<file path="config.mk">
export PLATFORM = sky130hd
export DESIGN_NAME = pid_step_with_integral_clamp_unit
export DESIGN_NICKNAME = d
export VERILOG_FILES = /design/src/rtl/pidc_pkg.sv /design/src/rtl/pid_step_with_integral_clamp_unit.sv /design/src/rtl/pidc_mul.sv /design/src/rtl/pidc_dp.sv /design/src/rtl/pidc_ctrl.sv
export VERILOG_INCLUDE_DIRS = /design/src /design/src/rtl
export SDC_FILE = /design/constraint.sdc
export NUM_CORES = 2
export LEC_CHECK = 0
export BUFFER_PORTS_ARGS = -buffer_cell sky130_fd_sc_hd__buf_2
export CAP_MARGIN = 20
export CORE_MARGIN = 1
export CORE_UTILIZATION = 64
export DETAILED_ROUTE_END_ITERATION = 16
export PLACE_DENSITY = 0.81
export SETUP_SLACK_MARGIN = 0.02
export SLEW_MARGIN = 20
export SYNTH_ARGS = -nofsm -noshare
export SYNTH_HDL_FRONTEND = slang
export SYNTH_SLANG_ARGS = --single-unit
</file>
<file path="constraint.sdc">
create_clock -name clk -period 34.1 [get_ports clk]
set_clock_uncertainty 0.15 [all_clocks]
set_input_delay 0 -clock clk [delete_from_list [all_inputs] [get_ports clk]]
set_output_delay 0 -clock clk [all_outputs]
set_load 0.02 [all_outputs]
</file>
<file path="src/rtl/assert_macros.svh">
// ----------------------------------------------------------------------------
// assert_macros: concurrent assertion helpers
// Clocked checks, disabled while reset is asserted. They are empty in synthesis.
// ----------------------------------------------------------------------------
`ifndef ASSERT_MACROS_SVH
`define ASSERT_MACROS_SVH

`ifndef SYNTHESIS

`define ASSERT_ALWAYS(lbl, clk, rst, expr, msg) \
  lbl: assert property (@(posedge clk) disable iff (rst) (expr)) else $error(msg);

`define ASSERT_IMPLIES(lbl, clk, rst, ante, cons, msg) \
  lbl: assert property (@(posedge clk) disable iff (rst) (ante) |-> (cons)) else $error(msg);

`define ASSERT_NEXT(lbl, clk, rst, ante, cons, msg) \
  lbl: assert property (@(posedge clk) disable iff (rst) (ante) |=> (cons)) else $error(msg);

`else

`define ASSERT_ALWAYS(lbl, clk, rst, expr, msg)

`define ASSERT_IMPLIES(lbl, clk, rst, ante, cons, msg)

`define ASSERT_NEXT(lbl, clk, rst, ante, cons, msg)

`endif

`endif

</file>
<file path="src/rtl/pidc_pkg.sv">
// ----------------------------------------------------------------------------
// pidc_pkg: shared types and constants of the PID channel
// Widths, register indexes, sequencer codes and output saturation.
// ----------------------------------------------------------------------------
`default_nettype none

package pidc_pkg;

  localparam int DATA_W    = 32;
  localparam int OUT_W     = 48;
  localparam int GAIN_W    = 32;
  localparam int TIME_W    = 17;
  localparam int RATE_W    = 31;
  localparam int MUL_W     = 33;
  localparam int PROD_W    = 2 * MUL_W;
  localparam int WIDE_W    = 80;
  localparam int ACC_W     = 50;
  localparam int DLO_W     = 24;
  localparam int CFG_IDX_W = 3;
  localparam int CFG_W     = 32;

  localparam logic [TIME_W-1:0] TIME_RESET = TIME_W'(65536);
  localparam logic [RATE_W-1:0] RATE_RESET = RATE_W'(65536);

  localparam logic signed [WIDE_W-1:0] OUT_MAX_W = WIDE_W'({1'b0, {(OUT_W-1){1'b1}}});
  localparam logic signed [WIDE_W-1:0] OUT_MIN_W = ~OUT_MAX_W;

  typedef enum logic [CFG_IDX_W-1:0] {
    CFG_GAIN_P    = 3'd0,
    CFG_GAIN_I    = 3'd1,
    CFG_GAIN_D    = 3'd2,
    CFG_STEP_TIME = 3'd3,
    CFG_STEP_RATE = 3'd4
  } cfg_idx_t;

  typedef enum logic [3:0] {
    ST_IDLE,
    ST_IT,
    ST_P,
    ST_DR,
    ST_I,
    ST_DLO,
    ST_DHI,
    ST_DWB,
    ST_SUM
  } state_t;

  typedef enum logic [2:0] {
    MOP_NONE,
    MOP_IT,
    MOP_P,
    MOP_DR,
    MOP_I,
    MOP_DLO,
    MOP_DHI
  } mul_op_t;

  typedef enum logic [2:0] {
    WB_NONE,
    WB_IT,
    WB_P,
    WB_DR,
    WB_I,
    WB_DLO,
    WB_DHI
  } wb_op_t;

  typedef struct packed {
    logic    accept;
    mul_op_t mul_op;
    wb_op_t  wb_op;
    logic    load_out;
  } cmd_t;

  function automatic logic signed [OUT_W-1:0] sat_out(input logic signed [WIDE_W-1:0] v);
    logic signed [OUT_W-1:0] r;
    if (v > OUT_MAX_W) begin
      r = OUT_MAX_W[OUT_W-1:0];
    end else if (v < OUT_MIN_W) begin
      r = OUT_MIN_W[OUT_W-1:0];
    end else begin
      r = v[OUT_W-1:0];
    end
    return r;
  endfunction

endpackage

`default_nettype wire

</file>
<file path="src/rtl/pid_step_with_integral_clamp_unit.sv">
// ----------------------------------------------------------------------------
// pid_step_with_integral_clamp_unit: one PID channel in signed fixed point
// Six products share one multiplier, so a new transaction is accepted only once
// the previous result is loaded into the output register.
// Reset: integral and last error 0, gains 0, step_time and step_rate 65536.
// ----------------------------------------------------------------------------
`default_nettype none

`include "assert_macros.svh"

module pid_step_with_integral_clamp_unit #(
  parameter int FRAC_BITS = 16
) (
  input  logic                               clk,
  input  logic                               rst,
  input  logic                               s_tvalid,
  output logic                               s_tready,
  input  logic [pidc_pkg::DATA_W-1:0]        s_tdata,    // error_in [31:0]
  output logic                               m_tvalid,
  input  logic                               m_tready,
  output logic [pidc_pkg::OUT_W-1:0]         m_tdata,    // drive_out [47:0]
  input  logic                               cfg_valid,
  output logic                               cfg_ready,
  input  logic [pidc_pkg::CFG_IDX_W-1:0]     cfg_index,
  input  logic [pidc_pkg::CFG_W-1:0]         cfg_data
);
  import pidc_pkg::*;

  cmd_t cmd;

  assign cfg_ready = 1'b1;

  pidc_ctrl u_ctrl (
    .clk      (clk),
    .rst      (rst),
    .s_tvalid (s_tvalid),
    .s_tready (s_tready),
    .m_tvalid (m_tvalid),
    .m_tready (m_tready),
    .cmd      (cmd)
  );

  pidc_dp #(
    .FRAC_BITS (FRAC_BITS)
  ) u_dp (
    .clk       (clk),
    .rst       (rst),
    .cmd       (cmd),
    .error_in  (s_tdata),
    .cfg_we    (cfg_valid && cfg_ready),
    .cfg_index (cfg_index),
    .cfg_data  (cfg_data),
    .drive_out (m_tdata)
  );

  `ASSERT_NEXT(a_accept_starts, clk, rst, s_tvalid && s_tready, cmd.mul_op == MOP_IT, "accepted transaction did not start the product sequence")
  `ASSERT_IMPLIES(a_accept_no_wb, clk, rst, s_tvalid && s_tready, cmd.wb_op == WB_NONE && cmd.mul_op == MOP_NONE, "transaction accepted while products in flight")
  `ASSERT_IMPLIES(a_load_free, clk, rst, cmd.load_out, !m_tvalid || m_tready, "result overwritten before transfer")
  `ASSERT_NEXT(a_load_valid, clk, rst, cmd.load_out, m_tvalid, "loaded result not presented")

endmodule

`default_nettype wire

</file>
<file path="src/rtl/pidc_mul.sv">
// ----------------------------------------------------------------------------
// pidc_mul: shared signed multiplier
// One signed 33x33 product per cycle, registered at the output.
// ----------------------------------------------------------------------------
`default_nettype none

module pidc_mul (
  input  logic                                  clk,
  input  logic signed [pidc_pkg::MUL_W-1:0]     a,
  input  logic signed [pidc_pkg::MUL_W-1:0]     b,
  output logic signed [pidc_pkg::PROD_W-1:0]    prod
);
  import pidc_pkg::*;

  always_ff @(posedge clk) begin
    prod <= a * b;
  end

endmodule

`default_nettype wire

</file>
<file path="src/rtl/pidc_dp.sv">
// ----------------------------------------------------------------------------
// pidc_dp: PID datapath
// Configuration registers, loop state, operand selection for the shared
// multiplier, write-back of scaled products and the output register.
// ----------------------------------------------------------------------------
`default_nettype none

module pidc_dp #(
  parameter int FRAC_BITS = 16
) (
  input  logic                                clk,
  input  logic                                rst,
  input  pidc_pkg::cmd_t                      cmd,
  input  logic [pidc_pkg::DATA_W-1:0]         error_in,
  input  logic                                cfg_we,
  input  logic [pidc_pkg::CFG_IDX_W-1:0]      cfg_index,
  input  logic [pidc_pkg::CFG_W-1:0]          cfg_data,
  output logic [pidc_pkg::OUT_W-1:0]          drive_out
);
  import pidc_pkg::*;

  localparam int IW = FRAC_BITS + 2;
  localparam logic signed [PROD_W-1:0] INT_ONE = PROD_W'(64'sd1) <<< FRAC_BITS;
  localparam logic signed [PROD_W-1:0] INT_NEG = -INT_ONE;

  logic signed [GAIN_W-1:0] gain_p;
  logic signed [GAIN_W-1:0] gain_i;
  logic signed [GAIN_W-1:0] gain_d;
  logic [TIME_W-1:0]        step_time;
  logic [RATE_W-1:0]        step_rate;
  logic signed [IW-1:0]     integral_acc;
  logic signed [DATA_W-1:0] last_error;

  logic signed [DATA_W-1:0] err;
  logic signed [MUL_W-1:0]  diff;
  logic signed [OUT_W-1:0]  deriv;
  logic signed [PROD_W-1:0] dlo;
  logic signed [OUT_W-1:0]  dterm;
  logic signed [ACC_W-1:0]  acc;
  logic signed [OUT_W-1:0]  drive;

  logic signed [MUL_W-1:0]  mul_a;
  logic signed [MUL_W-1:0]  mul_b;
  logic signed [PROD_W-1:0] prod;

  logic signed [WIDE_W-1:0] prod_ext;
  logic signed [OUT_W-1:0]  prod_sat;
  logic signed [PROD_W-1:0] it_sum;
  logic signed [PROD_W-1:0] it_clamp;
  logic signed [WIDE_W-1:0] dh_full;
  logic signed [OUT_W-1:0]  dh_sat;
  logic signed [WIDE_W-1:0] sum_full;
  logic signed [OUT_W-1:0]  out_sat;

  pidc_mul u_mul (
    .clk  (clk),
    .a    (mul_a),
    .b    (mul_b),
    .prod (prod)
  );

  always_comb begin
    mul_a = '0;
    mul_b = '0;
    unique case (cmd.mul_op)
      MOP_IT: begin
        mul_a = MUL_W'(err);
        mul_b = MUL_W'(step_time);
      end
      MOP_P: begin
        mul_a = MUL_W'(err);
        mul_b = MUL_W'(gain_p);
      end
      MOP_DR: begin
        mul_a = diff;
        mul_b = MUL_W'(step_rate);
      end
      MOP_I: begin
        mul_a = MUL_W'(integral_acc);
        mul_b = MUL_W'(gain_i);
      end
      MOP_DLO: begin
        mul_a = MUL_W'(deriv[DLO_W-1:0]);
        mul_b = MUL_W'(gain_d);
      end
      MOP_DHI: begin
        mul_a = MUL_W'($signed(deriv[OUT_W-1:DLO_W]));
        mul_b = MUL_W'(gain_d);
      end
      default: begin
        mul_a = '0;
        mul_b = '0;
      end
    endcase
  end

  always_comb begin
    prod_ext = WIDE_W'(prod);
    prod_sat = sat_out(prod_ext >>> FRAC_BITS);
    it_sum   = (prod >>> FRAC_BITS) + PROD_W'(integral_acc);
    if (it_sum > INT_ONE) begin
      it_clamp = INT_ONE;
    end else if (it_sum < INT_NEG) begin
      it_clamp = INT_NEG;
    end else begin
      it_clamp = it_sum;
    end
    dh_full  = (prod_ext <<< DLO_W) + WIDE_W'(dlo);
    dh_sat   = sat_out(dh_full >>> FRAC_BITS);
    sum_full = WIDE_W'(acc) + WIDE_W'(dterm);
    out_sat  = sat_out(sum_full);
  end

  always_ff @(posedge clk) begin
    if (rst) begin
      gain_p       <= '0;
      gain_i       <= '0;
      gain_d       <= '0;
      step_time    <= TIME_RESET;
      step_rate    <= RATE_RESET;
      integral_acc <= '0;
      last_error   <= '0;
    end else begin
      if (cfg_we) begin
        unique case (cfg_idx_t'(cfg_index))
          CFG_GAIN_P:    gain_p    <= $signed(cfg_data[GAIN_W-1:0]);
          CFG_GAIN_I:    gain_i    <= $signed(cfg_data[GAIN_W-1:0]);
          CFG_GAIN_D:    gain_d    <= $signed(cfg_data[GAIN_W-1:0]);
          CFG_STEP_TIME: step_time <= cfg_data[TIME_W-1:0];
          CFG_STEP_RATE: step_rate <= cfg_data[RATE_W-1:0];
          default: ;
        endcase
      end
      if (cmd.accept) begin
        last_error <= $signed(error_in);
      end
      if (cmd.wb_op == WB_IT) begin
        integral_acc <= it_clamp[IW-1:0];
      end
    end
  end

  always_ff @(posedge clk) begin
    if (cmd.accept) begin
      err  <= $signed(error_in);
      diff <= MUL_W'($signed(error_in)) - MUL_W'(last_error);
    end
    unique case (cmd.wb_op)
      WB_P:    acc   <= ACC_W'(prod_sat);
      WB_DR:   deriv <= prod_sat;
      WB_I:    acc   <= acc + ACC_W'(prod_sat);
      WB_DLO:  dlo   <= prod;
      WB_DHI:  dterm <= dh_sat;
      default: ;
    endcase
    if (cmd.load_out) begin
      drive <= out_sat;
    end
  end

  assign drive_out = drive;

endmodule

`default_nettype wire

</file>
<file path="src/rtl/pidc_ctrl.sv">
// ----------------------------------------------------------------------------
// pidc_ctrl: PID sequencer
// Steps the six products through the shared multiplier, schedules their
// write-back and owns the input and output handshakes.
// ----------------------------------------------------------------------------
`default_nettype none

module pidc_ctrl (
  input  logic           clk,
  input  logic           rst,
  input  logic           s_tvalid,
  output logic           s_tready,
  output logic           m_tvalid,
  input  logic           m_tready,
  output pidc_pkg::cmd_t cmd
);
  import pidc_pkg::*;

  state_t state;
  state_t state_next;
  logic   out_valid;
  logic   out_valid_next;
  logic   out_free;

  always_ff @(posedge clk) begin
    if (rst) begin
      state     <= ST_IDLE;
      out_valid <= 1'b0;
    end else begin
      state     <= state_next;
      out_valid <= out_valid_next;
    end
  end

  always_comb begin
    out_free   = !out_valid || m_tready;
    state_next = state;
    s_tready   = 1'b0;
    cmd        = '{accept: 1'b0, mul_op: MOP_NONE, wb_op: WB_NONE, load_out: 1'b0};
    unique case (state)
      ST_IDLE: begin
        s_tready = 1'b1;
        if (s_tvalid) begin
          state_next = ST_IT;
        end
      end
      ST_IT: begin
        cmd.mul_op = MOP_IT;
        state_next = ST_P;
      end
      ST_P: begin
        cmd.mul_op = MOP_P;
        cmd.wb_op  = WB_IT;
        state_next = ST_DR;
      end
      ST_DR: begin
        cmd.mul_op = MOP_DR;
        cmd.wb_op  = WB_P;
        state_next = ST_I;
      end
      ST_I: begin
        cmd.mul_op = MOP_I;
        cmd.wb_op  = WB_DR;
        state_next = ST_DLO;
      end
      ST_DLO: begin
        cmd.mul_op = MOP_DLO;
        cmd.wb_op  = WB_I;
        state_next = ST_DHI;
      end
      ST_DHI: begin
        cmd.mul_op = MOP_DHI;
        cmd.wb_op  = WB_DLO;
        state_next = ST_DWB;
      end
      ST_DWB: begin
        cmd.wb_op  = WB_DHI;
        state_next = ST_SUM;
      end
      ST_SUM: begin
        if (out_free) begin
          cmd.load_out = 1'b1;
          s_tready     = 1'b1;
          state_next   = s_tvalid ? ST_IT : ST_IDLE;
        end
      end
      default: begin
        state_next = ST_IDLE;
      end
    endcase
    cmd.accept = s_tvalid && s_tready;

    if (cmd.load_out) begin
      out_valid_next = 1'b1;
    end else if (m_tready) begin
      out_valid_next = 1'b0;
    end else begin
      out_valid_next = out_valid;
    end
  end

  assign m_tvalid = out_valid;

endmodule

`default_nettype wire

</file>
==> results.py <==
metrics = {
    "timing": {
        "setup_tns_ns": 0,
        "rsz0062_at_grt": "false",
        "slew_headroom_pct": 19.8,
        "period_minus_slack_ns": 11.83,
        "hold-worst-slack_ns": 0.0134,
        "worst_pin_slew_ns": 1.20,
        "fmax_mhz": 84.5,
        "drv_slew": 0,
        "setup_viol": 0,
        "finalCritPeriodShare_pct": 34.7,
        "finalHoldViolations": 0,
    },
    "pwr": {
        "powerDensity_nw_per_um2": 32.9,
        "p_sw_share_pct": 40.2,
        "power_frac_seq_pct": 33.4,
        "irDropWorstVdd_mv": 0.0570,
        "power_leakage_nw": 37.0,
        "combPwrFrac_pct": 37.7,
        "p_sw_mw": 1.03,
        "clock_power_share_pct": 28.9,
        "p_int_mw": 1.54,
    },
    "synth": {
        "synth_area_per_cell_sq_um": 8.89,
        "synth_mux_area_share_pct": 0.547,
        "synth-seq-cells": 574,
        "synth_top_area_cell": "fa_1",
        "synth_top_area_share_pct": 31.7,
        "synthAdderAreaFrac_pct": 39.4,
        "synth-edff-count": 309,
        "syn-cell-area_sq_um": 72800,
        "synth_ff_type": "edfxtp_1",
        "synth_most_common_cell": "inv_1",
        "syn_nets": 9866,
        "netlist_top_cells_count": "inv_1 (1362), nand2_1 (1164), fa_1 (1151)",
        "postSynth.asyncResetShare_pct": 0,
        "ys_seq_area_share_pct": 20.0,
        "synth_xor_xnor_area_share_pct": 3.07,
        "synth_cell_type_count": 96,
        "yosysWarnings": 0,
        "synthSimpleGateAreaFrac_pct": 15.2,
        "synthCells": 8191,
        "synth_compound_area_share_pct": 12.5,
        "synth_top_family_by_area": "adder cells",
        "ys_top_cells_by_area": "fa_1 (32%), edfxtp_1 (13%), ha_1 (7.8%), dfxtp_1 (7.3%), inv_1 (7.0%)",
    },
    "routing": {
        "drc": 0,
        "wl_um": 256000,
        "firstDrtPassIters": 8,
        "wl_per_cell_um": 26.1,
        "drt_iter0_drc": 7136,
        "dr_total_vias": 62001,
        "via_per_inst": 6.33,
        "detail-route-antenna-nets": 0,
    },
    "clock_network": {
        "clock_latency_ns": 0.66,
        "clock_path_buffers": 3,
        "cts_tree": "yes",
        "htreeDepth": 3,
        "cts_buffers": 67,
        "cts-root-buf": "clkbuf_16",
        "cts_sinks": 574,
        "clkTransAtPathRegs_ns": 0.06,
        "cts_setup_buffers": 0,
    },
    "run": {
        "drv_cap": 0,
    },
    "placed_design": {
        "place_hpwl_um": 195000,
        "portBuffers": 121,
        "gp_congestion": 1.08,
        "placed_area_sq_um": 75000,
    },
    "hold_path": {
        "hp-class": "in2reg",
    },
    "finish": {
        "fillCellCount": 8753,
        "synthToLayoutAreaGrowth_pct": 7.45,
        "layout.nets": 9895,
        "drive_gt1_share_pct": 6.19,
        "finalInstanceArea_sq_um": 78200,
    },
    "worst_setup_path": {
        "cp-end-kind": "register",
        "slowest_delay_ns": 0.89,
        "cp_data_required_time_ns": 34.45,
        "arrival_ns": 12.19,
        "criticalPathCategory": "reg2reg",
        "start_kind": "register",
        "cp_slowest_cell": "a221o_1",
        "cp_common_cell": "fa_1",
        "crit_fanout": 24,
    },
    "global_route": {
        "antenna_found_initial": 34,
        "grt_use_met2_pct": 67.4,
        "met1_usage_pct": 56.6,
        "grt_util_all_layers_pct": 44.7,
        "gr-max-usage-layer": "met2",
        "grt_pass1_wl_um": 383000,
        "grt_pass1_vias": 62818,
        "grt_max_degree": 99,
        "gr-total-overflow": 0,
        "use_met3_pct": 15.1,
    },
    "floorplan": {
        "start_util_pct": 64.6,
        "die_y_um": 339,
        "dieArea_sq_um": 115000,
        "io_pins": 123,
        "rows": 123,
        "die_w_um": 339,
        "core_sq_um": 113000,
    },
    "status": {
        "run_status": "finished clean",
    },
}
-- cell type report --
cell class,count,area [sq um],share of cell area (%)
clock inverter,34,340,0.435
clock buffer,90,1890,2.41
tap,1500,1880,2.40
inverter,1362,5110,6.54
sequential,574,14600,18.7
multi-input combinational,5863,51700,66.1
antenna,26,65.1,0.0832
timing repair buffer,352,2610,3.33
-- cell usage in the layout, fill, tap and decap left out, drive strengths merged, types with 89 or more instances in the layout --
cell type / n
a21o: 230
a21oi: 473
buf: 261
clkbuf: 90
dfxtp: 265
dlygate4sd3: 91
edfxtp: 309
fa: 1151
ha: 452
inv: 1366
nand2: 1164
nand3: 93
nor2: 851
o21ai: 225
xnor2: 166
xor2: 89
-- layer usage --
metal	vias up	wire, um	share of wire (%)
met3	1098	34600	14
li1	26363	-	-
met2	4098	112000	44
met5	-	155	0.061
met4	22	17900	7.0
met1	30420	91600	36
-- stage by stage --
| step | util, % | cells | setup slack, ns | total power, mW |
|---|---|---|---|---|
| final | 69.4 | 9801 | 22.27 | 2.57 |
| after global routing | 69.4 | 9787 | 21.71 | 2.65 |
| after CTS | 69.3 | 9773 | 22.43 | 2.53 |
| after detailed placement | 66.5 | 9557 | 22.49 | 1.79 |
| after global placement | 66.5 | 9557 | 22.33 | 1.77 |
| after floorplan | - | 8191 | 22.88 | 1.45 |
-- registers in the layout, indices dropped and copies added, names as in the netlist, 33 cells and up --
signal and count:
u_dp.acc 50, u_dp.deriv 48, u_dp.diff 33, u_dp.dlo 50
u_dp.drive_out 48, u_dp.dterm 48, u_dp.u_mul.prod 66
-- what timing repair did --
| item | 4_1_cts | 5_1_grt |
|---|---|---|
| resized for setup | 0 | 0 |
| hold buffers | 92 | 0 |
| hold endpoints to repair | 258 | 0 |
| setup endpoints to repair | 0 | 0 |
-- power groups by stage --
stage / clock network [mW] / registers [mW] / logic [mW]
after global routing: 0.768 / 0.853 / 1.03
after CTS: 0.739 / 0.851 / 0.937
after detailed placement: 0 / 0.865 / 0.920
after floorplan: 0 / 0.821 / 0.632
final: 0.743 / 0.857 / 0.970
after global placement: 0 / 0.865 / 0.906
-- cells by family after synthesis --
group	count (synthesis)
AO/OA/AOI/OAI	1395
adder cells (fa/ha/maj)	1603
AND/OR/NAND/NOR	2573
multiplexers	36
flip-flops	574
other	1
XOR/XNOR	255
buffers and inverters	1754
-- final timing paths --
check | from | endpoint | slack [ns] | cells after the start
worst min register to register | u_dp.last_error[10] | u_dp.last_error[10] | 0.30 | 2
worst min-delay path | s_tdata[10] | u_dp.err[10] | 0.01 | 2
worst max register to register | u_ctrl.state[2] | u_dp.u_mul.prod[65] | 22.27 | 30
worst max-delay path | u_ctrl.state[2] | u_dp.u_mul.prod[65] | 22.27 | 30
-- worst max-delay path: cells and delay by family, from the launching register on --
kind                       cells  cell delay, ns
AOI/OAI and AO/OA             10            3.53
buffers and inverters          3            0.17
adders and majority gates      9            4.61
xor gates and xnor gates       1            0.08
and+or+nand+nor                7            2.60
DFF                            1            0.52
Power figures use the tool's default switching activity.
